[src/sv/binary_min_heap_queue_assert.svh]
// ----------------------------------------------------------------------------
// Binary min-heap queue assertion macros
// Shared helpers for the concurrent checks at the end of the top level.
// ----------------------------------------------------------------------------
`ifndef BINARY_MIN_HEAP_QUEUE_ASSERT_SVH
`define BINARY_MIN_HEAP_QUEUE_ASSERT_SVH

// same-cycle implication, ignored while in reset
`define BMHQ_ASSERT_NOW(label, ante, cons, msg) \
  label: assert property (@(posedge clk) disable iff (!rst_n) (ante) |-> (cons)) \
    else $error(msg);

// next-cycle implication, ignored while in reset
`define BMHQ_ASSERT_NEXT(label, ante, cons, msg) \
  label: assert property (@(posedge clk) disable iff (!rst_n) (ante) |=> (cons)) \
    else $error(msg);

`endif

[src/sv/bmhq_pkg.sv]
// ----------------------------------------------------------------------------
// bmhq_pkg
// Types and constants shared by the binary min-heap queue modules.
// ----------------------------------------------------------------------------
package bmhq_pkg;

  localparam int CAPACITY_DEF  = 64;
  localparam int KEY_WIDTH_DEF = 32;
  localparam int STATUS_W      = 2;

  typedef logic [STATUS_W-1:0] status_t;

  localparam status_t STATUS_OK    = 2'd0;
  localparam status_t STATUS_FULL  = 2'd1;
  localparam status_t STATUS_EMPTY = 2'd2;

  localparam logic CMD_INSERT = 1'b0;
  localparam logic CMD_POP    = 1'b1;

  typedef enum logic [2:0] {
    S_IDLE,
    S_UP_CHK,
    S_UP_CMP,
    S_POP_RD,
    S_POP_LD,
    S_DN_CHK,
    S_DN_CMP,
    S_FINISH
  } state_t;

endpackage

[src/sv/bmhq_store.sv]
// ----------------------------------------------------------------------------
// bmhq_store
// Heap key store: one write port, two read ports with registered read data.
// ----------------------------------------------------------------------------
module bmhq_store #(
  parameter int DEPTH = bmhq_pkg::CAPACITY_DEF,
  parameter int WIDTH = bmhq_pkg::KEY_WIDTH_DEF,
  localparam int AW   = (DEPTH > 1) ? $clog2(DEPTH) : 1
) (
  input  logic             clk,
  input  logic             wr_en,
  input  logic [AW-1:0]    wr_addr,
  input  logic [WIDTH-1:0] wr_data,
  input  logic [AW-1:0]    rd_a_addr,
  input  logic [AW-1:0]    rd_b_addr,
  output logic [WIDTH-1:0] rd_a_data,
  output logic [WIDTH-1:0] rd_b_data
);

  logic [WIDTH-1:0] mem [DEPTH];

  always_ff @(posedge clk) begin
    if (wr_en) begin
      mem[wr_addr] <= wr_data;
    end
  end

  always_ff @(posedge clk) begin
    rd_a_data <= mem[rd_a_addr];
    rd_b_data <= mem[rd_b_addr];
  end

endmodule

[src/sv/binary_min_heap_queue.sv]
// ----------------------------------------------------------------------------
// binary_min_heap_queue
// Min-heap priority queue: insert sifts up, pop returns the root and sifts
// the last entry down, one level at a time through a shared store.
// ----------------------------------------------------------------------------
//  channel | ports                                   | direction
//  --------+-----------------------------------------+----------
//  input   | in_valid in_ready in_cmd in_key         | in
//  result  | out_valid out_ready out_min_value       | out
//          | out_status out_occupancy                |
//
//  Insert climbs one level per step until it reaches the root or a compare
//  stops it; pop reads the root and the last entry, then sinks that entry the
//  same way; full or empty goes straight to the result. Each level is one store
//  read then one compare and write, so the work is bounded by the heap depth.
//  Reset clears the count and control; store contents need no clearing.
//  A new item is taken while the result waits; a finished one waits for it.
// ----------------------------------------------------------------------------
`include "binary_min_heap_queue_assert.svh"

module binary_min_heap_queue #(
  parameter int CAPACITY  = bmhq_pkg::CAPACITY_DEF,
  parameter int KEY_WIDTH = bmhq_pkg::KEY_WIDTH_DEF,
  localparam int CW = $clog2(CAPACITY + 1),
  localparam int PW = CW + 1,
  localparam int AW = (CAPACITY > 1) ? $clog2(CAPACITY) : 1
) (
  input  logic                    clk,
  input  logic                    rst_n,
  input  logic                    in_valid,
  output logic                    in_ready,
  input  logic                    in_cmd,
  input  logic [KEY_WIDTH-1:0]    in_key,
  output logic                    out_valid,
  input  logic                    out_ready,
  output logic [KEY_WIDTH-1:0]    out_min_value,
  output logic [bmhq_pkg::STATUS_W-1:0] out_status,
  output logic [CW-1:0]           out_occupancy
);

  localparam logic [CW-1:0] CAP_C = CW'(CAPACITY);
  localparam logic [PW-1:0] ONE_P = PW'(1);

  bmhq_pkg::state_t  state_r, state_nxt;
  logic [CW-1:0]     count_r, count_nxt;
  logic [PW-1:0]     pos_r, pos_nxt;
  logic [KEY_WIDTH-1:0] key_r, key_nxt;
  logic [KEY_WIDTH-1:0] min_r, min_nxt;
  bmhq_pkg::status_t status_r, status_nxt;

  logic                 out_valid_r;
  logic [KEY_WIDTH-1:0] out_min_r;
  bmhq_pkg::status_t    out_status_r;
  logic [CW-1:0]        out_occ_r;
  logic                 out_load;

  logic                 wr_en;
  logic [PW-1:0]        wr_pos;
  logic [KEY_WIDTH-1:0] wr_data;
  logic [AW-1:0]        rd_a_addr, rd_b_addr;
  logic [KEY_WIDTH-1:0] rd_a_data, rd_b_data;

  logic [PW-1:0] count_pos, left_pos, right_pos, parent_pos, pick_pos;
  logic [PW-1:0] rd_a_pos, rd_b_pos;
  logic [PW-1:0] wr_m1, rd_a_m1, rd_b_m1;
  logic          take_right;
  logic [KEY_WIDTH-1:0] pick_val;

  logic          res_full, res_empty, res_blank;

  assign count_pos  = PW'(count_r);
  assign left_pos   = {pos_r[PW-2:0], 1'b0};
  assign right_pos  = {pos_r[PW-2:0], 1'b1};
  assign parent_pos = pos_r >> 1;

  // smaller child, left on a tie; a right child past the count is ignored
  assign take_right = (right_pos <= count_pos) && (rd_b_data < rd_a_data);
  assign pick_val   = take_right ? rd_b_data : rd_a_data;
  assign pick_pos   = take_right ? right_pos : left_pos;

  // heap positions are one-based, store addresses zero-based
  always_comb begin
    case (state_r)
      bmhq_pkg::S_POP_RD: begin
        rd_a_pos = ONE_P;
        rd_b_pos = count_pos;
      end
      bmhq_pkg::S_UP_CHK, bmhq_pkg::S_UP_CMP: begin
        rd_a_pos = parent_pos;
        rd_b_pos = parent_pos;
      end
      default: begin
        rd_a_pos = left_pos;
        rd_b_pos = right_pos;
      end
    endcase
  end

  assign rd_a_m1   = rd_a_pos - ONE_P;
  assign rd_b_m1   = rd_b_pos - ONE_P;
  assign wr_m1     = wr_pos - ONE_P;
  assign rd_a_addr = rd_a_m1[AW-1:0];
  assign rd_b_addr = rd_b_m1[AW-1:0];

  bmhq_store #(
    .DEPTH (CAPACITY),
    .WIDTH (KEY_WIDTH)
  ) u_store (
    .clk       (clk),
    .wr_en     (wr_en),
    .wr_addr   (wr_m1[AW-1:0]),
    .wr_data   (wr_data),
    .rd_a_addr (rd_a_addr),
    .rd_b_addr (rd_b_addr),
    .rd_a_data (rd_a_data),
    .rd_b_data (rd_b_data)
  );

  always_ff @(posedge clk) begin
    if (!rst_n) begin
      state_r <= bmhq_pkg::S_IDLE;
      count_r <= '0;
    end else begin
      state_r <= state_nxt;
      count_r <= count_nxt;
    end
  end

  always_ff @(posedge clk) begin
    pos_r    <= pos_nxt;
    key_r    <= key_nxt;
    min_r    <= min_nxt;
    status_r <= status_nxt;
  end

  // the travelling key stays in key_r and is written where it settles; displaced entries are written as it moves
  always_comb begin
    state_nxt  = state_r;
    count_nxt  = count_r;
    pos_nxt    = pos_r;
    key_nxt    = key_r;
    min_nxt    = min_r;
    status_nxt = status_r;
    in_ready   = 1'b0;
    out_load   = 1'b0;
    wr_en      = 1'b0;
    wr_pos     = pos_r;
    wr_data    = key_r;

    case (state_r)
      bmhq_pkg::S_IDLE: begin
        in_ready = 1'b1;
        if (in_valid) begin
          min_nxt    = '0;
          status_nxt = bmhq_pkg::STATUS_OK;
          if (in_cmd == bmhq_pkg::CMD_INSERT) begin
            if (count_r == CAP_C) begin
              status_nxt = bmhq_pkg::STATUS_FULL;
              state_nxt  = bmhq_pkg::S_FINISH;
            end else begin
              count_nxt = count_r + CW'(1);
              pos_nxt   = count_pos + ONE_P;
              key_nxt   = in_key;
              state_nxt = bmhq_pkg::S_UP_CHK;
            end
          end else begin
            if (count_r == '0) begin
              status_nxt = bmhq_pkg::STATUS_EMPTY;
              state_nxt  = bmhq_pkg::S_FINISH;
            end else begin
              state_nxt = bmhq_pkg::S_POP_RD;
            end
          end
        end
      end

      bmhq_pkg::S_UP_CHK: begin
        if (pos_r == ONE_P) begin
          wr_en     = 1'b1;
          state_nxt = bmhq_pkg::S_FINISH;
        end else begin
          state_nxt = bmhq_pkg::S_UP_CMP;
        end
      end

      bmhq_pkg::S_UP_CMP: begin
        wr_en = 1'b1;
        if (rd_a_data > key_r) begin
          wr_data   = rd_a_data;
          pos_nxt   = parent_pos;
          state_nxt = bmhq_pkg::S_UP_CHK;
        end else begin
          state_nxt = bmhq_pkg::S_FINISH;
        end
      end

      bmhq_pkg::S_POP_RD: begin
        state_nxt = bmhq_pkg::S_POP_LD;
      end

      bmhq_pkg::S_POP_LD: begin
        min_nxt   = rd_a_data;
        key_nxt   = rd_b_data;
        count_nxt = count_r - CW'(1);
        pos_nxt   = ONE_P;
        state_nxt = bmhq_pkg::S_DN_CHK;
      end

      bmhq_pkg::S_DN_CHK: begin
        if (left_pos > count_pos) begin
          wr_en     = 1'b1;
          state_nxt = bmhq_pkg::S_FINISH;
        end else begin
          state_nxt = bmhq_pkg::S_DN_CMP;
        end
      end

      bmhq_pkg::S_DN_CMP: begin
        wr_en = 1'b1;
        if (pick_val < key_r) begin
          wr_data   = pick_val;
          pos_nxt   = pick_pos;
          state_nxt = bmhq_pkg::S_DN_CHK;
        end else begin
          state_nxt = bmhq_pkg::S_FINISH;
        end
      end

      bmhq_pkg::S_FINISH: begin
        if (!out_valid_r || out_ready) begin
          out_load  = 1'b1;
          state_nxt = bmhq_pkg::S_IDLE;
        end
      end

      default: begin
        state_nxt = bmhq_pkg::S_IDLE;
      end
    endcase
  end

  always_ff @(posedge clk) begin
    if (!rst_n) begin
      out_valid_r <= 1'b0;
    end else if (out_load) begin
      out_valid_r <= 1'b1;
    end else if (out_ready) begin
      out_valid_r <= 1'b0;
    end
  end

  always_ff @(posedge clk) begin
    if (out_load) begin
      out_min_r    <= min_r;
      out_status_r <= status_r;
      out_occ_r    <= count_r;
    end
  end

  assign out_valid     = out_valid_r;
  assign out_min_value = out_min_r;
  assign out_status    = out_status_r;
  assign out_occupancy = out_occ_r;

  assign res_full  = out_valid && (out_status == bmhq_pkg::STATUS_FULL);
  assign res_empty = out_valid && (out_status == bmhq_pkg::STATUS_EMPTY);
  assign res_blank = (out_occupancy == '0) && (out_min_value == '0);

  `BMHQ_ASSERT_NOW(a_count_bound, 1'b1, count_r <= CAP_C, "heap count beyond capacity")
  `BMHQ_ASSERT_NOW(a_full_occ, res_full, out_occupancy == CAP_C, "full status, store not full")
  `BMHQ_ASSERT_NOW(a_empty_res, res_empty, res_blank, "empty status with data")
  `BMHQ_ASSERT_NEXT(a_busy_after_accept, in_valid && in_ready, !in_ready, "item taken while busy")

endmodule

[config.mk]
export PLATFORM = sky130hd
export DESIGN_NAME = binary_min_heap_queue
export DESIGN_NICKNAME = d
export VERILOG_FILES = /design/src/sv/bmhq_pkg.sv /design/src/sv/bmhq_store.sv /design/src/sv/binary_min_heap_queue.sv
export VERILOG_INCLUDE_DIRS = /design/src /design/src/sv
export SDC_FILE = /design/constraint.sdc
export NUM_CORES = 2
export LEC_CHECK = 0
export BUFFER_PORTS_ARGS = -buffer_cell sky130_fd_sc_hd__buf_2
export CELL_PAD_IN_SITES_DETAIL_PLACEMENT = 1
export CELL_PAD_IN_SITES_GLOBAL_PLACEMENT = 1
export CORE_ASPECT_RATIO = 0.75
export CORE_MARGIN = 1.5
export CORE_UTILIZATION = 50
export DETAILED_ROUTE_END_ITERATION = 10
export GPL_TIMING_DRIVEN = 0
export PLACE_DENSITY = 0.75
export SLEW_MARGIN = 40
export SYNTH_ARGS = -nofsm -noshare
export SYNTH_HDL_FRONTEND = slang
export SYNTH_SLANG_ARGS = --single-unit
[constraint.sdc]
create_clock -name clk -period 8.75 [get_ports clk]
set_input_delay 0.4375 -clock clk [delete_from_list [all_inputs] [get_ports clk]]
set_output_delay 0.4375 -clock clk [all_outputs]
set_load 0.05 [all_outputs]
# == Yosys cells after proc, flatten, opt, wreduce, memory -nomap -nowiden ==
# Memories as Yosys holds them, arrays and structs flattened. A register that Yosys moved wholly into a read port is not among the register bits.
# Index checks and enable logic that the tools add are counted.
# totals
ff_bits,126
ramBits,2048
in_bits,37
output_inout_bits,43
mem_count,1
# memory_table
memory,words,width,rd,rd_ports_with_merged_regs,write_ports,line_no,text
u_store.mem,64,32,2,2,1,bmhq_store.sv:20,logic [WIDTH-1:0] mem [DEPTH];
# op_classes
addsub,6
order_cmp,5
eq_ne,15
n_mux,46
reduce_logical,15
# ops
cell,count
2-to-1 mux 32 bit,7
case mux 32 bit (2 select lines),3
< comparator 32 bit,2
2-to-1 mux 8 bit,5
> comparator 32 bit,1
case mux 8 bit (4 select lines),1
case mux 3 bit (8 select lines),1
case mux 6 bit (2 select lines),2
2-to-1 mux 3 bit,7
2-to-1 mux 7 bit,3
subtractor 6 x 1 -> 6 bit (second input constant),3
case mux 7 bit (2 select lines),1
== test 3 bit (second input constant),4
2-to-1 mux 1 bit,12
inequality test 2 bit (second input constant),6
adder 7 x 1 -> 8 bit (second input constant),1
== test 8 x 1 -> 1 bit (second input constant),1
> comparator 8 x 7 -> 1 bit,1
less-or-equal comparator 8 x 7 -> 1 bit,1
adder 7 x 1 -> 7 bit (second input constant),1
== test 7 bit (second input constant),1
zero test 7 bit,1
subtractor 7 x 1 -> 7 bit (second input constant),1
== test 3 x 2 -> 1 bit (second input constant),2
13 further kinds,19

# == Depth between registers and ports, before layout ==
# depth
depth_word,6
mapped_depth,21

# == Hierarchy ==
# From an unflattened synthesis, not the netlist that was laid out.
# hier_totals
cells_unflattened,5461
hier_area_um2,105230.9
# modules_own_cells
mod,n_inst,cells_each,area_each_um2
bmhq_store,1,4412,95660.5
binary_min_heap_queue,1,1049,9570.4

# == Worst setup path before layout ==
# OpenSTA, ideal clock, no wires.
# synth_path
path_kind,flip-flop to flip-flop
from,"register u_store.rd_a_data[1], read port of u_store.mem"
to,memory u_store.mem[0][10] in the netlist's numbering (data pin)
arrival_time_ps,5948
setup_slack_ps,2136
path_stages_with_launch,19
path_buffers,2
synth_period_minus_slack_ps,6614
cell_sequence,dfxtp_1 -> inv_1 -> ha_1 -> a2111o_1 -> a311oi_1 -> o21ai_0 -> a211oi_1 -> buf_2 -> mux2_2 -> ha_1 -> a211oi_1 -> o21bai_1 -> a2111oi_0 -> nor2_1 -> o311ai_0 -> nand3_1 -> o21ai_0 -> clkbuf_1 -> o221ai_1
# synth_between
elab_chain_cells,6
# synth_lines
element,line_no,text
start: declaration,bmhq_store.sv:16,"output logic [WIDTH-1:0] rd_a_data,"
< comparator 32 bit,binary_min_heap_queue.sv:77,assign take_right = (right_pos <= count_pos) && (rd_b_data < rd_a_data);
logical AND 1 bit,binary_min_heap_queue.sv:77,
2-to-1 mux 32 bit,binary_min_heap_queue.sv:78,assign pick_val = take_right ? rd_b_data : rd_a_data;
< comparator 32 bit,binary_min_heap_queue.sv:220,if (pick_val < key_r) begin
2-to-1 mux 32 bit,binary_min_heap_queue.sv:220,
case mux 32 bit (2 select lines) *,binary_min_heap_queue.sv:150,case (state_r)
via u_store.wr_data[10],bmhq_store.sv:13,"input logic [WIDTH-1:0] wr_data,"
end: declaration,bmhq_store.sv:20,
# Mark *: on every way through the listed nets, which the timed path passes. The rest lies on a longest branch.

# == Worst setup path in the final report ==
# layout_path
from,register pos_r[0]
to,memory u_store.mem[55][27] in the netlist's numbering (data pin)
# layout_between
elab_chain_cells,6
# layout_lines
element,line_no,text
start: declaration,binary_min_heap_queue.sv:46,"logic [PW-1:0] pos_r, pos_nxt;"
start signal: assignment,binary_min_heap_queue.sv:130,pos_r <= pos_nxt;
less-or-equal comparator 8 x 7 -> 1 bit *,binary_min_heap_queue.sv:77,
logical AND 1 bit *,binary_min_heap_queue.sv:77,
2-to-1 mux 32 bit *,binary_min_heap_queue.sv:78,
< comparator 32 bit,binary_min_heap_queue.sv:220,
2-to-1 mux 32 bit *,binary_min_heap_queue.sv:220,
case mux 32 bit (2 select lines) *,binary_min_heap_queue.sv:150,
via u_store.wr_data[27],bmhq_store.sv:13,
# Marks and branches as above.

==> results.md <==
- Status: complete, but fails checks
- Failing checks: DRC
- Area Growth Syn to Fin: 16.9%
- Clock Skew: between 0.06 and 0.07 ns
- Layout net count: 5823
- Kind of critical path: flop to flop
- Syn Inst Count: slightly above 5000
- Mux share of post-synthesis cell area: approximately 31%
- Initial DRC Count: 10974
- Initial antenna violation count: 50
- Num CTS Buffers: around 220
- CP most frequent cell: ha_1
- Minimum clock period: 8.51 ns
- CP Max Fanout: 21
- Largest net degree at the start of global routing: 65
- Clk sinks: ~2200
- TritonRoute pass-1 iters: 11
- Post-synth EDFFs: about 2200
- Chip Height: roughly 400 um
- Clock root buffer: clkbuf_16
- Unique masters post-synth: just over 70
- Relative slew slack: roughly 30%
- Dpl hpwl: around 290000 um
- Post-synthesis adder-cell area fraction: 1.35%
- Synthesis Warnings: 0
- Hold WC Path Type: input pin to flop
- Fin. Hold Viols: 0
- Starting Density: between 50 and 60%
- Crit start category: flop
- Total wire length: approximately 380000 um
- Die Footprint: approximately 210000 sq um
- Worst slew pin tran: 1.02 ns
- Setup violations, final: 0
- Detailed-route DRC error count: 42
- Max stage delay on crit path: 0.71 ns
- Area of the mapped netlist: approximately 110000 sq um
- Post-DP Area: 116000 sq um
- Synth Area in Simple Gates: roughly 1.6%
- Antenna viol nets, final: 0
- Yosys reg bits: between 2000 and 2500
- Crit path max-delay cell type: o21ai_0
- Avg Synthesized Cell Area: around 21 sq um
- Max Root-Sink Buffers: 4
- H-tree depth: 4
- CP required: around 9.4 ns
- Critical path capture point type: flop
- CTS tree: built
- Post-route cell area: approximately 120000 sq um
- Final GP Congestion: between 0.9 and 1
- Fillers: 17444
- Routed vias/inst: roughly 7.3
- Post-synthesis async set-or-reset flop share: 0%
- Slew Viols, Final: 0
- Core area: roughly 210000 sq um
- Complex-gate fraction of the synthesized area: under 10%
- Cells along the critical path: clkbuf_1 -> inv_1 -> ha_1 -> nor3_1 -> o2bb2ai_1 -> nand2_1 -> a211oi_2 -> buf_2 -> mux2_2 -> ha_1 -> a211oi_1 -> o21bai_1 -> a2111oi_0 -> nor2_1 -> o311ai_2 -> nand3_1 -> o21ai_0 -> clkbuf_2 -> o221ai_4 -> buf_6 -> buf_8
- Vias in the first global route: ~63000
- Die W: 533 um
- Remaining global-route overflow: 0
- Clk pin slew, worst setup/hold paths: ~0.060 ns
- Critical path arrival: 9.12 ns
- Top FF cell, synth: edfxtp_1
- Largest family of logic cells by synthesized area: multiplexers
- Max-Cap Viols: 0
- Worst-Skew Late Latency: approximately 0.92 ns
- Peak Freq: ~120 MHz
- Fin crit share: a little over nine tenths
- XOR/XNOR share of the synthesized area: less than 1%
- Post-CTS Setup Bufs: 0
- Fraction of layout cells with a size suffix above 1: between 40% and 50%
- Tot GR Track Use: 35.9%
- RSZ-0062 raised after global routing: no
- Num rows: roughly 150
- Post-synthesis sequential area ratio: 63.1%
- Routed vias: 63128
- Io pins: 80
- Port Buffers: roughly 80
- Syn nets: 5221
- First-pass GRT wire length: between 500000 and 600000 um
- Post-DR wirelength/cell: around 44 um
[per-stage QoR]
stage / setup WS (ns) / cells / setup TNS [ns] / hold slack [ns] / utilization [%]
floorplan: 2.14 / 5071 / 0 / 0.400 / -
global placement: -3.48 / 7942 / -5460.05 / 0.401 / 52.3
detailed placement: 0.602 / 8207 / 0 / 0.406 / 55.4
CTS: 0.552 / 8631 / 0 / 0.00579 / 58.9
global route: 0.179 / 8637 / 0 / 0.00247 / 59.0
finish: 0.240 / 8655 / 0 / 0.0177 / 59.0
[path summary, 6_finish.rpt]
path | endpoint | cells after the start | slack (ns) | start
worst max-delay path | u_store.mem[55][27]$_DFFE_PP_ | 21 | 0.24 | pos_r[0]$_DFFE_PP_
worst min-delay path | key_r[27]$_DFFE_PP_ | 2 | 0.02 | in_key[27]
worst max register to register | u_store.mem[55][27]$_DFFE_PP_ | 21 | 0.24 | pos_r[0]$_DFFE_PP_
worst min register to register | out_min_value[2]$_DFFE_PP_ | 0 | 0.42 | min_r[2]$_SDFFCE_PN0P_
[registers in the layout (all words and copies together) (netlist names)]
| signal | count |
|---|---|
| u_store.mem | 2048 |
| key_r | 32 |
| min_r | 32 |
| out_min_value | 32 |
| u_store.rd_a_data | 32 |
| u_store.rd_b_data | 32 |
| pos_r | 8 |
| count_r | 7 |
| out_occupancy | 7 |
| state_r | 3 |
| out_status | 2 |
| status_r | 2 |
| out_valid | 1 |
[cell usage after synthesis (6+ instances only)]
cell type,n,area share (%)
buf_1,17,0.061
mux2_2,65,0.69
a21oi_1,29,0.14
nand4_1,13,0.077
edfxtp_1,2163,62
nor2_1,162,0.58
dfxtp_1,75,1.4
ha_1,112,1.3
nor3_1,14,0.066
xnor2_1,11,0.091
buf_4,21,0.15
nand2_1,63,0.22
buf_2,132,0.63
o221ai_1,33,0.27
nor4_1,6,0.036
nor2b_1,11,0.065
mux4_2,1216,26
inv_1,88,0.31
xor2_1,7,0.058
mux2i_1,419,4.0
a22oi_1,7,0.050
a221o_1,7,0.066
nand2b_1,11,0.065
buf_6,7,0.075
a31oi_1,6,0.036
o21ai_0,26,0.12
and2_1,7,0.042
clkbuf_1,187,0.67
o211ai_1,6,0.043
a21o_1,19,0.14
nand3_1,55,0.26
[cell type report]
| class | instances | area [sq um] | share of cell area [%] |
|---|---|---|---|
| sequential | 2238 | 66500 | 54.0 |
| multi-input combinational | 2380 | 38400 | 31.1 |
| clock buffer | 284 | 5980 | 4.86 |
| timing repair buffer | 379 | 5790 | 4.70 |
| tap | 2793 | 3490 | 2.84 |
| buffer | 364 | 1780 | 1.45 |
| clock inverter | 107 | 917 | 0.745 |
| inverter | 89 | 337 | 0.273 |
| antenna | 21 | 52.6 | 0.0427 |
[layer usage]
metal	routed length (um)	GRT usage, %	vias to the layer above
li1	-	-	23257
met1	140000	49.7	33940
met2	158000	48.6	5141
met3	62500	16.2	756
met4	20000	16.4	34
met5	371	0	-
[cells in the final DEF, fill, tap and decap left out, types with 35 or more instances in the layout]
master     count
buf_16       103
buf_2        234
buf_4         35
buf_8        130
clkbuf_1     156
clkbuf_16    227
clkbuf_2      80
clkinv_1      38
clkinv_2      43
dfxtp_1       75
edfxtp_1    2163
ha_1         112
inv_1         87
mux2_2        65
mux2i_1      375
mux4_2      1216
nand2_1       58
nand3_1       53
nor2_1       100
nor2_4        61
[what timing repair did]
action | in CTS | in global routing
hold buffers | 33 | 0
gates resized for setup | 0 | 0
endpoints found under the hold margin | 34 | 0
[worst max-delay path: cells and delay by family, from the launching register on]
kind            cells  cell delay [ns]
buf+inv             6             2.65
compound gates      8             3.44
flops               1             0.57
fa+ha+maj           2             0.58
mux                 1             0.40
simple gates        4             0.55
[cell families after synthesis]
logic type	Yosys count
buffers and inverters	453
AOI/OAI and AO/OA	185
xor gates and xnor gates	20
DFF	2238
muxes	1700
and+or+nand+nor	362
adders and majority gates	113
Power is not shown: default switching activity piles up to over one toggle a cycle in this logic, so the estimate is an artifact.
